## src/rtl/lru_kv_pkg.sv

```systemverilog
// Package for the LRU key-value cache: request and response transaction
// types and the command codes. No dependencies.
package lru_kv_pkg;

  localparam int CAP_BITS   = 5;
  localparam int KEY_FIELD  = 16;
  localparam int VAL_FIELD  = 16;
  localparam logic [CAP_BITS-1:0] CAP_RESET = 5'd16;

  typedef enum logic {
    CMD_GET = 1'b0,
    CMD_PUT = 1'b1
  } cmd_t;

  typedef struct packed {
    cmd_t                 cmd;
    logic [KEY_FIELD-1:0] lookup_key;
    logic [VAL_FIELD-1:0] write_value;
  } req_t;

  typedef struct packed {
    logic                 hit;
    logic [VAL_FIELD-1:0] read_value;
    logic                 evicted;
  } rsp_t;

endpackage

```

## src/rtl/lru_key_value_cache_core.sv

```systemverilog
// Top level of the fully associative LRU key-value cache.
// Depends on lru_kv_pkg for the transaction types and command codes.
//
// Usage:
//   Input channel: drive in_req and raise start; the transaction is taken at
//   a rising edge where start is high and busy is low. busy is always low, so
//   one get or put is taken every cycle.
//   Result channel: out_valid is high for exactly one cycle with out_rsp
//   holding hit, read_value and evicted. There is no backpressure; the
//   receiver must take each result in the cycle it appears.
//   Configuration: cfg_we writes cfg_capacity; the user must do so only while the block is idle,
//   which the block itself does not enforce. A capacity of 0 acts as 1,
//   any value above ENTRIES acts as ENTRIES. A transaction passes one input
//   register and one result register before its result appears. Throughput
//   is one transaction per cycle, set by a single pass of parallel key
//   compares, a lowest-slot search and a rank update across all entries.
//   Reset (rst_n low, synchronous): all entries invalid, ranks and
//   occupancy zero, capacity 16. Keys and values need no clearing since
//   they are read only while their entry is valid.
module lru_key_value_cache_core #(
  parameter int ENTRIES    = 16,
  parameter int KEY_BITS   = 16,
  parameter int VALUE_BITS = 16
) (
  input  logic                              clk,
  input  logic                              rst_n,
  input  logic                              start,
  output logic                              busy,
  input  lru_kv_pkg::req_t                  in_req,
  output logic                              out_valid,
  output lru_kv_pkg::rsp_t                  out_rsp,
  input  logic                              cfg_we,
  input  logic [lru_kv_pkg::CAP_BITS-1:0]   cfg_capacity
);

  localparam int IDX_W  = (ENTRIES > 1) ? $clog2(ENTRIES) : 1;
  localparam int RANK_W = IDX_W;
  localparam int OCC_W  = $clog2(ENTRIES + 1);
  localparam int CMP_W  = 8;

  // Input register and configuration.
  logic                              in_valid_r;
  lru_kv_pkg::req_t                  in_r;
  logic [lru_kv_pkg::CAP_BITS-1:0]   cap_r;

  // Entry storage.
  logic [ENTRIES-1:0]                valid_r, valid_nxt;
  logic [KEY_BITS-1:0]               key_r   [ENTRIES];
  logic [VALUE_BITS-1:0]             val_r   [ENTRIES];
  logic [RANK_W-1:0]                 rank_r  [ENTRIES];
  logic [RANK_W-1:0]                 rank_nxt[ENTRIES];
  logic [OCC_W-1:0]                  occ_r, occ_nxt;

  // Result register.
  logic                              out_valid_r;
  lru_kv_pkg::rsp_t                  out_rsp_r, out_rsp_nxt;

  // Lookup datapath.
  logic [31:0]                       key_ext;
  logic [31:0]                       val_ext;
  logic [31:0]                       rd_ext;
  logic [KEY_BITS-1:0]               key_in;
  logic [VALUE_BITS-1:0]             val_in;
  logic                              is_put;
  logic                              hit_any;
  logic [IDX_W-1:0]                  hit_idx;
  logic                              free_any;
  logic [IDX_W-1:0]                  free_idx;
  logic [IDX_W-1:0]                  vic_idx;
  logic [RANK_W-1:0]                 rank_hit;
  logic [RANK_W-1:0]                 oldest_rank;
  logic [CMP_W-1:0]                  eff_cap;
  logic                              ins_fill;
  logic                              ins_any;
  logic [IDX_W-1:0]                  ins_slot;

  assign busy = 1'b0;

  assign key_ext = 32'(in_r.lookup_key);
  assign val_ext = 32'(in_r.write_value);
  assign key_in  = key_ext[KEY_BITS-1:0];
  assign val_in  = val_ext[VALUE_BITS-1:0];
  assign is_put  = (in_r.cmd == lru_kv_pkg::CMD_PUT);

  always_comb begin
    if (cap_r == '0) begin
      eff_cap = CMP_W'(1);
    end else if (CMP_W'(cap_r) > CMP_W'(ENTRIES)) begin
      eff_cap = CMP_W'(ENTRIES);
    end else begin
      eff_cap = CMP_W'(cap_r);
    end
  end

  // Among valid entries the ranks are a permutation of 0 .. occupancy-1, so
  // the least recent entry is the one whose rank equals occupancy-1.
  assign oldest_rank = RANK_W'(occ_r - OCC_W'(1));

  // Parallel compares; scanning downward leaves the lowest-numbered match.
  always_comb begin
    hit_any  = 1'b0;
    hit_idx  = '0;
    free_any = 1'b0;
    free_idx = '0;
    vic_idx  = '0;
    for (int j = ENTRIES - 1; j >= 0; j--) begin
      if (valid_r[j] && key_r[j] == key_in) begin
        hit_any = 1'b1;
        hit_idx = IDX_W'(j);
      end
      if (!valid_r[j]) begin
        free_any = 1'b1;
        free_idx = IDX_W'(j);
      end
      if (valid_r[j] && rank_r[j] == oldest_rank) begin
        vic_idx = IDX_W'(j);
      end
    end
  end

  assign rank_hit = rank_r[hit_idx];
  assign ins_any  = is_put && !hit_any;
  assign ins_fill = ins_any && free_any && (CMP_W'(occ_r) < eff_cap);
  assign ins_slot = ins_fill ? free_idx : vic_idx;
  assign rd_ext   = 32'(val_r[hit_idx]);

  always_comb begin
    out_rsp_nxt.hit        = hit_any;
    out_rsp_nxt.read_value = (hit_any && !is_put) ? rd_ext[lru_kv_pkg::VAL_FIELD-1:0] : '0;
    out_rsp_nxt.evicted    = ins_any && !ins_fill;
  end

  // Recency update: the touched entry becomes rank 0 and every valid entry
  // that was more recent than it ages by one.
  always_comb begin
    valid_nxt = valid_r;
    occ_nxt   = occ_r;
    for (int j = 0; j < ENTRIES; j++) begin
      rank_nxt[j] = rank_r[j];
    end
    if (in_valid_r) begin
      if (hit_any) begin
        for (int j = 0; j < ENTRIES; j++) begin
          if (IDX_W'(j) == hit_idx) begin
            rank_nxt[j] = '0;
          end else if (valid_r[j] && rank_r[j] < rank_hit) begin
            rank_nxt[j] = rank_r[j] + RANK_W'(1);
          end
        end
      end else if (ins_any) begin
        for (int j = 0; j < ENTRIES; j++) begin
          if (IDX_W'(j) == ins_slot) begin
            rank_nxt[j] = '0;
          end else if (valid_r[j]) begin
            rank_nxt[j] = rank_r[j] + RANK_W'(1);
          end
        end
        if (ins_fill) begin
          valid_nxt[ins_slot] = 1'b1;
          occ_nxt             = occ_r + OCC_W'(1);
        end
      end
    end
  end

  always_ff @(posedge clk) begin
    if (!rst_n) begin
      in_valid_r  <= 1'b0;
      out_valid_r <= 1'b0;
      cap_r       <= lru_kv_pkg::CAP_RESET;
      valid_r     <= '0;
      occ_r       <= '0;
      for (int j = 0; j < ENTRIES; j++) begin
        rank_r[j] <= '0;
      end
    end else begin
      in_valid_r  <= start && !busy;
      out_valid_r <= in_valid_r;
      if (cfg_we) begin
        cap_r <= cfg_capacity;
      end
      valid_r <= valid_nxt;
      occ_r   <= occ_nxt;
      for (int j = 0; j < ENTRIES; j++) begin
        rank_r[j] <= rank_nxt[j];
      end
    end
  end

  // Payload registers carry no reset.
  always_ff @(posedge clk) begin
    if (start && !busy) begin
      in_r <= in_req;
    end
    if (in_valid_r) begin
      out_rsp_r <= out_rsp_nxt;
      if (hit_any && is_put) begin
        val_r[hit_idx] <= val_in;
      end else if (ins_any) begin
        key_r[ins_slot] <= key_in;
        val_r[ins_slot] <= val_in;
      end
    end
  end

  assign out_valid = out_valid_r;
  assign out_rsp   = out_rsp_r;

`ifndef ASSERT_OFF
  a_result_follows: assert property (@(posedge clk) disable iff (!rst_n)
    in_valid_r |=> out_valid_r)
    else $error("accepted transaction produced no result");

  a_occ_matches_valid: assert property (@(posedge clk) disable iff (!rst_n)
    $countones(valid_r) == int'(occ_r))
    else $error("occupancy does not match the number of valid entries");

  a_evict_only_on_miss: assert property (@(posedge clk) disable iff (!rst_n)
    out_valid_r && out_rsp_r.evicted |-> !out_rsp_r.hit)
    else $error("eviction reported together with a hit");

  a_evict_keeps_occ: assert property (@(posedge clk) disable iff (!rst_n)
    in_valid_r && ins_any && !ins_fill |=> $stable(occ_r))
    else $error("eviction changed the occupancy");

  a_fill_below_cap: assert property (@(posedge clk) disable iff (!rst_n)
    ins_fill |-> (CMP_W'(occ_r) < CMP_W'(ENTRIES)))
    else $error("fill attempted with all entries in use");
`endif

endmodule
```

## config.mk

```make
export PLATFORM = sky130hd
export DESIGN_NAME = lru_key_value_cache_core
export DESIGN_NICKNAME = d
export VERILOG_FILES = /design/src/rtl/lru_kv_pkg.sv /design/src/rtl/lru_key_value_cache_core.sv
export SDC_FILE = /design/constraint.sdc
export NUM_CORES = 1
export LEC_CHECK = 0
export ABC_AREA = 1
export BUFFER_PORTS_ARGS = -buffer_cell sky130_fd_sc_hd__buf_2
export CAP_MARGIN = 10
export CORE_ASPECT_RATIO = 0.5
export CORE_MARGIN = 3
export CORE_UTILIZATION = 44
export DETAILED_ROUTE_END_ITERATION = 8
export GPL_TIMING_DRIVEN = 0
export PLACE_DENSITY = 0.71
export SLEW_MARGIN = 15
export SYNTH_ARGS = -nofsm -noshare
export SYNTH_HDL_FRONTEND = slang
export SYNTH_SLANG_ARGS = --single-unit
```

## constraint.sdc

```tcl
create_clock -name clk -period 5.8 [get_ports clk]
set_input_delay 1.16 -clock clk [delete_from_list [all_inputs] [get_ports clk]]
set_output_delay 1.16 -clock clk [all_outputs]
set_load 0.05 [all_outputs]
```

* Yosys cells after proc, flatten, opt, wreduce, memory -nomap -nowiden
Memories as Yosys holds them, arrays and structs flattened. A register that Yosys moved wholly into a read port is not among the register bits.
Cells that the tools add are included.
** Word-level totals
- Bits in registers :: 63
- Memory bits (writable) :: 576
- Input port bits :: 42
- Output and inout port bits :: 20
- Logic and storage cells :: 375
- Memories kept :: 3
** Cells by class
- Add/subtract/negate cells :: 18
- Magnitude comparators :: 20
- Equal/unequal tests :: 62
- Mux-type cells :: 180
- Bitwise logic cells :: 18
- Reductions and logical operators :: 64
** Memory list
- key_r :: depth 16, width 16, rd ports 16, clocked after Yosys merged registers in 0, wr ports 1, RTL line lru_key_value_cache_core.sv:48 : logic [KEY_BITS-1:0] key_r [ENTRIES];
- val_r :: depth 16, width 16, rd ports 1, clocked after Yosys merged registers in 1, wr ports 1, RTL line lru_key_value_cache_core.sv:49 : logic [VALUE_BITS-1:0] val_r [ENTRIES];
- rank_r :: depth 16, width 4, rd ports 17, clocked after Yosys merged registers in 0, wr ports 16, RTL line lru_key_value_cache_core.sv:50 : logic [RANK_W-1:0] rank_r [ENTRIES];
** Operators by type and width (number)
- 4-bit 2-to-1 mux :: 130
- 16-bit equality test :: 16
- 64-bit 2-to-1 mux :: 3
- 4-bit by 1-bit adder with 4-bit output (second input constant) :: 16
- 4-bit equality test :: 16
- 4-bit equality test (first input constant) :: 16
- 4-bit < comparator :: 16
- 1-bit logical AND :: 55
- 1-bit 2-to-1 mux :: 43
- 3-bit by 4-bit equality test with 1-bit output (first input constant) :: 8
- 2-bit by 4-bit equality test with 1-bit output (first input constant) :: 4
- 16-bit 2-to-1 mux :: 1
- 1-bit bitwise OR :: 16
- 16-bit bitwise OR :: 1
- 16-bit OR reduction :: 1
- 1-bit by 4-bit equality test with 1-bit output (first input constant) :: 2
- 4-bit zero test :: 2
- 5-bit by 8-bit < comparator with 1-bit output :: 1
- 8-bit 2-to-1 mux :: 1
- 5-bit by 1-bit adder with 5-bit output (second input constant) :: 1
- 5-bit > comparator (second input constant) :: 1
- 5-bit zero test :: 1
- 4-bit by 5-bit < comparator with 1-bit output (second input constant) :: 1
- 5-bit 2-to-1 mux :: 1
- 6 further kinds :: 9

* Longest topological paths before layout
An unclocked memory read counts as a cell.
- Word-level depth :: 30
- Mapped depth :: 41
- Mapped depth without buffers :: 39

* Least setup slack after synthesis
No wires, ideal clock.
- Path kind :: flip-flop to flip-flop
- Start :: register in_r, in the netlist key_in[10]
- End :: memory rank_r[0][1] (netlist bit)
- Setup time :: 0.115 ns
- Arrival :: 4.593 ns
- Data required time :: 5.685 ns
- Slack :: 1.092 ns
- Stages on the path, launching flop included :: 24
- Path buffers :: 3
- Period minus slack after synthesis :: 4.708 ns
- Cell sequence :: edfxtp_1 -> buf_2 -> buf_4 -> xor2_1 -> or4_1 -> nor2_1 -> nand4_1 -> nand2_1 -> nand2_1 -> nand2_1 -> nand2_1 -> nand2_4 -> nand2_4 -> nor2_1 -> clkbuf_1 -> a221oi_1 -> o2111ai_1 -> ha_1 -> a21oi_1 -> nand2_1 -> nand2_1 -> nand2_1 -> o21ai_1 -> nor2_1
** RTL lines
- start, declared :: RTL line lru_key_value_cache_core.sv:43 : lru_kv_pkg::req_t in_r;
- start signal, assigned :: RTL line lru_key_value_cache_core.sv:193 : in_r <= in_req;
- end, declared :: RTL line lru_key_value_cache_core.sv:50

* Final worst setup path
- Start :: register occ_r[0]
- End :: memory val_r[9][6] (enable)
** Between the ends
- Longest elaborated chain between the ends :: 21
- Elaborated cells on any way between the ends :: 53
- Classes of those cells :: add/sub (1); order compare (1); eq/ne (16); mux (18); reduce/logical (17)
** RTL lines
- start, declared :: RTL line lru_key_value_cache_core.sv:52 : logic [OCC_W-1:0] occ_r, occ_nxt;
- start signal, assigned :: RTL line lru_key_value_cache_core.sv:183 : occ_r <= occ_nxt;
- 4-bit by 1-bit subtractor with 4-bit output * :: RTL line lru_key_value_cache_core.sv:97 : assign oldest_rank = RANK_W'(occ_r - OCC_W'(1));
- named net oldest_rank[0] :: RTL line lru_key_value_cache_core.sv:71 : logic [RANK_W-1:0] oldest_rank;
- 4-bit equality test :: RTL line lru_key_value_cache_core.sv:115 : if (valid_r[j] && rank_r[j] == oldest_rank) begin
- 1-bit logical AND :: RTL line lru_key_value_cache_core.sv:115
- 4-bit 2-to-1 mux (15 in a row) :: RTL line lru_key_value_cache_core.sv:115
- 4-bit 2-to-1 mux * :: RTL line lru_key_value_cache_core.sv:115
- 4-bit 2-to-1 mux * :: RTL line lru_key_value_cache_core.sv:124 : assign ins_slot = ins_fill ? free_idx : vic_idx;
- 4-bit 2-to-1 mux (no source line) *
- end, declared :: RTL line lru_key_value_cache_core.sv:49
Mark *: on every way through the listed nets, which the timed path passes. The rest lies on a longest branch.

==> out/results.tsv <==
metric	value	unit
status	finished, final reports clean	
fp.coreArea	73800	sq um
leakage	0.0142	uW
r2r_end	val_r[9][6]$_DFFE_PP_	
synth_top_family_by_area	simple AND/OR/NAND/NOR gates	
synthMuxAreaShare	0	
cts_sinks	655	
critPathKind	reg -> reg	
holdWs	539	ps
whs_endpoint	occ_r[4]$_SDFFE_PN0P_	
grt_use_total	0.289	
root_buffer	clkbuf_16	
min_from	occ_r[4]$_SDFFE_PN0P_	
cts_buffer_depth	3	
r2r_start	occ_r[0]$_SDFFE_PN0P_	
r2r_setup_slack	150	ps
fin_skew	35.6	ps
dr.pass1.iters	6	
via_count	27664	
synth_nets	3487	
cp_data_arrival_time	6000	ps
wl	116000	um
yosys.area.top_type_share	0.510	
path_clk_slew	70	ps
clock.fmax	0.177	GHz
final_nets	3680	
min_path_type	reg -> reg	
hold_violations	0	
cts_tree	done	
period_minus_slack	5650	ps
drc	0	
ys_warn_count	0	
drive_gt1_frac	0.136	
synth-seq-cells	655	
setup_viol	0	
die_width	394	um
synth-xor-area-share	0.0333	
globalRouteOverflowTotal	0	
synth_cells	3375	
syn_area_per_cell	9.82	sq um
initial_utilization	0.449	
cts-hold-fix-buffers	0	
finalCritPeriodShare	0.973	
io_pins	62	
powerDensity	272	nW/um^2
synth_edf_count	563	
cp_max_fo	10	
antenna_found_initial	0	
synthFlopType	edfxtp_1	
viasPerCell	5.98	
synth_area_leaders	edfxtp_1 (51%), nand2_1 (7.8%), dfxtp_1 (5.6%), nor2_1 (3.8%), inv_1 (3.2%)	
synth_compound_area_frac	0.0973	
worst_pin_slew	997	ps
die_h	200	um
io_buffers	59	
finalPower	10300	uW
num_rows	70	
first_global_vias	26179	
ant_nets	0	
nFillCells	6566	
cts_buffers	59	
synth_cell_type_count	72	
wl_per_cell	25.1	um
required	6150	ps
synthArstFlopShare	0	
drv_cap	0	
synth_largest_area_cell	edfxtp_1	
netlist_area	33100	sq um
clock_latency	660	ps
cp-start-kind	flop	
grt_pass1_wl	169000	um
synthToLayoutAreaGrowth	14.3	%
relSlewSlack	0.335	
utilization	0.513	
cp-end-kind	flop	
reg2regPathDepth	16	
hpwl	78500	um
htreeDepth	2	
drt_iter0_drc	3251	
synth_adder_area_share	0.0264	
dieArea	78900	sq um
worstHoldPathCells	2	
grt_start_max_net_pins	35	
slew_viol_final	0	
diodes	0	
yosys.area_share.simple	0.220	
ir_worst_vdd	0.220	mV
place_congestion	0.999	
ys_seq_area_frac	0.566	
flip-flops by register name (all words and copies together) (netlist names):
name	count
is_put	1
occ_r	5
out_valid	1
in_valid_r	1
key_in	16
cap_r	5
out_rsp	18
val_in	16
valid_r	16
key_r	256
val_r	256
rank_r	64
timing repair:
| item | in CTS | in global routing |
|---|---|---|
| endpoints found under the setup margin | 285 | 139 |
| setup buffers | 34 | 7 |
| pin swaps | 1 | 4 |
| gates resized for setup | 19 | 36 |
logic make-up after synthesis:
kind of cell / after synthesis
other: 1
flip-flops: 655
AO/OA/AOI/OAI: 502
buffers and inverters: 440
AND/OR/NAND/NOR: 1584
XOR/XNOR: 123
adder cells (fa/ha/maj): 70
per-stage QoR:
| step | setup TNS (ps) | area [sq um] | setup WS, ps | std cells |
|---|---|---|---|---|
| 5_1_grt | -14.5 | 37900 | -9.57 | 4623 |
| 2_1_floorplan | 0 | 33100 | 1090 | 3375 |
| 6_report | 0 | 37900 | 154 | 4623 |
| 3_5_place_dp | -100340 | 35400 | -1400 | 4476 |
| 4_1_cts | 0 | 37800 | 0.597 | 4618 |
| 3_3_place_gp | -362330 | 34700 | -2400 | 4442 |
layout by cell type, fill, tap and decap left out, types with 35 or more instances in the layout:
cell type / instances
clkbuf_1: 53
nand4_1: 145
dfxtp_1: 91
clkbuf_16: 60
a31oi_1: 67
ha_1: 70
o21ai_0: 86
xnor2_1: 36
nand2_1: 686
nor4_1: 49
inv_1: 283
a22oi_1: 73
nor3_1: 65
nor2_2: 35
edfxtp_1: 563
xor2_1: 85
buf_2: 78
a21oi_1: 134
nor2_1: 301
buf_4: 61
or2_2: 40
nand3_1: 159
area by class of cell:
cell class	instances	area, sq um	area share
timing repair buffer	134	1190	0.0315
clock buffer	71	1580	0.0418
clock inverter	37	467	0.0123
tap	1008	1260	0.0333
sequential	655	18700	0.495
multi-input combinational	2280	12700	0.335
inverter	315	1200	0.0316
buffer	123	753	0.0199
Yosys cell counts (all sizes together) (3+ instances only):
cell     count
nor2       348
buf         70
nand4      149
a31oi       67
nand3b       8
xor2        86
o221ai      14
nand3      170
or2         59
o22ai       29
or4         10
o21ai      108
nand2      714
dfxtp       92
a221oi      13
nor3b        5
o2111ai     22
o21bai       5
clkinv       7
nor3        65
clkbuf      55
ha          70
a211oi       8
edfxtp     563
inv        308
a21oi      151
xnor2       37
a22oi       73
nor4        50
o211ai       3
worst max-delay path: stages (launching register included):
cell and delay (ps):
dfxtp_1 350, inv_2 240, clkbuf_1 660, ha_1 420, inv_1 100, clkbuf_1 550, o221ai_1 190, or4_1 450
nand2_1 120, o21bai_1 90, a31oi_1 150, nand3b_2 160, nand2_4 80, o21ai_0 560, nand2_1 360, nor2_2 610
buf_8 240
report_power, final:
| group | internal, uW | switching [uW] |
|---|---|---|
| registers | 5180 | 67.4 |
| logic | 232 | 573 |
| clock network | 2390 | 1860 |
| total | 7800 | 2500 |
worst max-delay path by stage:
stage                     depth (start not counted)                          to                   from  slack, ps
after floorplan                                  23   rank_r[0][1]$_SDFFE_PN0P_   key_in[10]$_DFFE_PP_       1090
after global placement                           28   rank_r[0][1]$_SDFFE_PN0P_    key_in[7]$_DFFE_PP_      -2400
after detailed placement                         31  rank_r[10][0]$_SDFFE_PN0P_    key_in[7]$_DFFE_PP_      -1400
after CTS                                        40  rank_r[11][2]$_SDFFE_PN0P_    key_in[1]$_DFFE_PP_        0.6
after global routing                             32  rank_r[13][0]$_SDFFE_PN0P_   key_in[15]$_DFFE_PP_        -10
final                                            16       val_r[9][6]$_DFFE_PP_  occ_r[0]$_SDFFE_PN0P_        150
metal layers:
| layer | vias to the layer above | GRT usage | part of all wire |
|---|---|---|---|
| li1 | 12337 | - | - |
| met1 | 13294 | 0.371 | 0.39 |
| met2 | 1651 | 0.468 | 0.45 |
| met3 | 382 | 0.0585 | 0.10 |
| met4 | 0 | 0.155 | 0.056 |
| met5 | - | 0 | 0 |
Note: power is estimated with default switching activity, not from simulation.
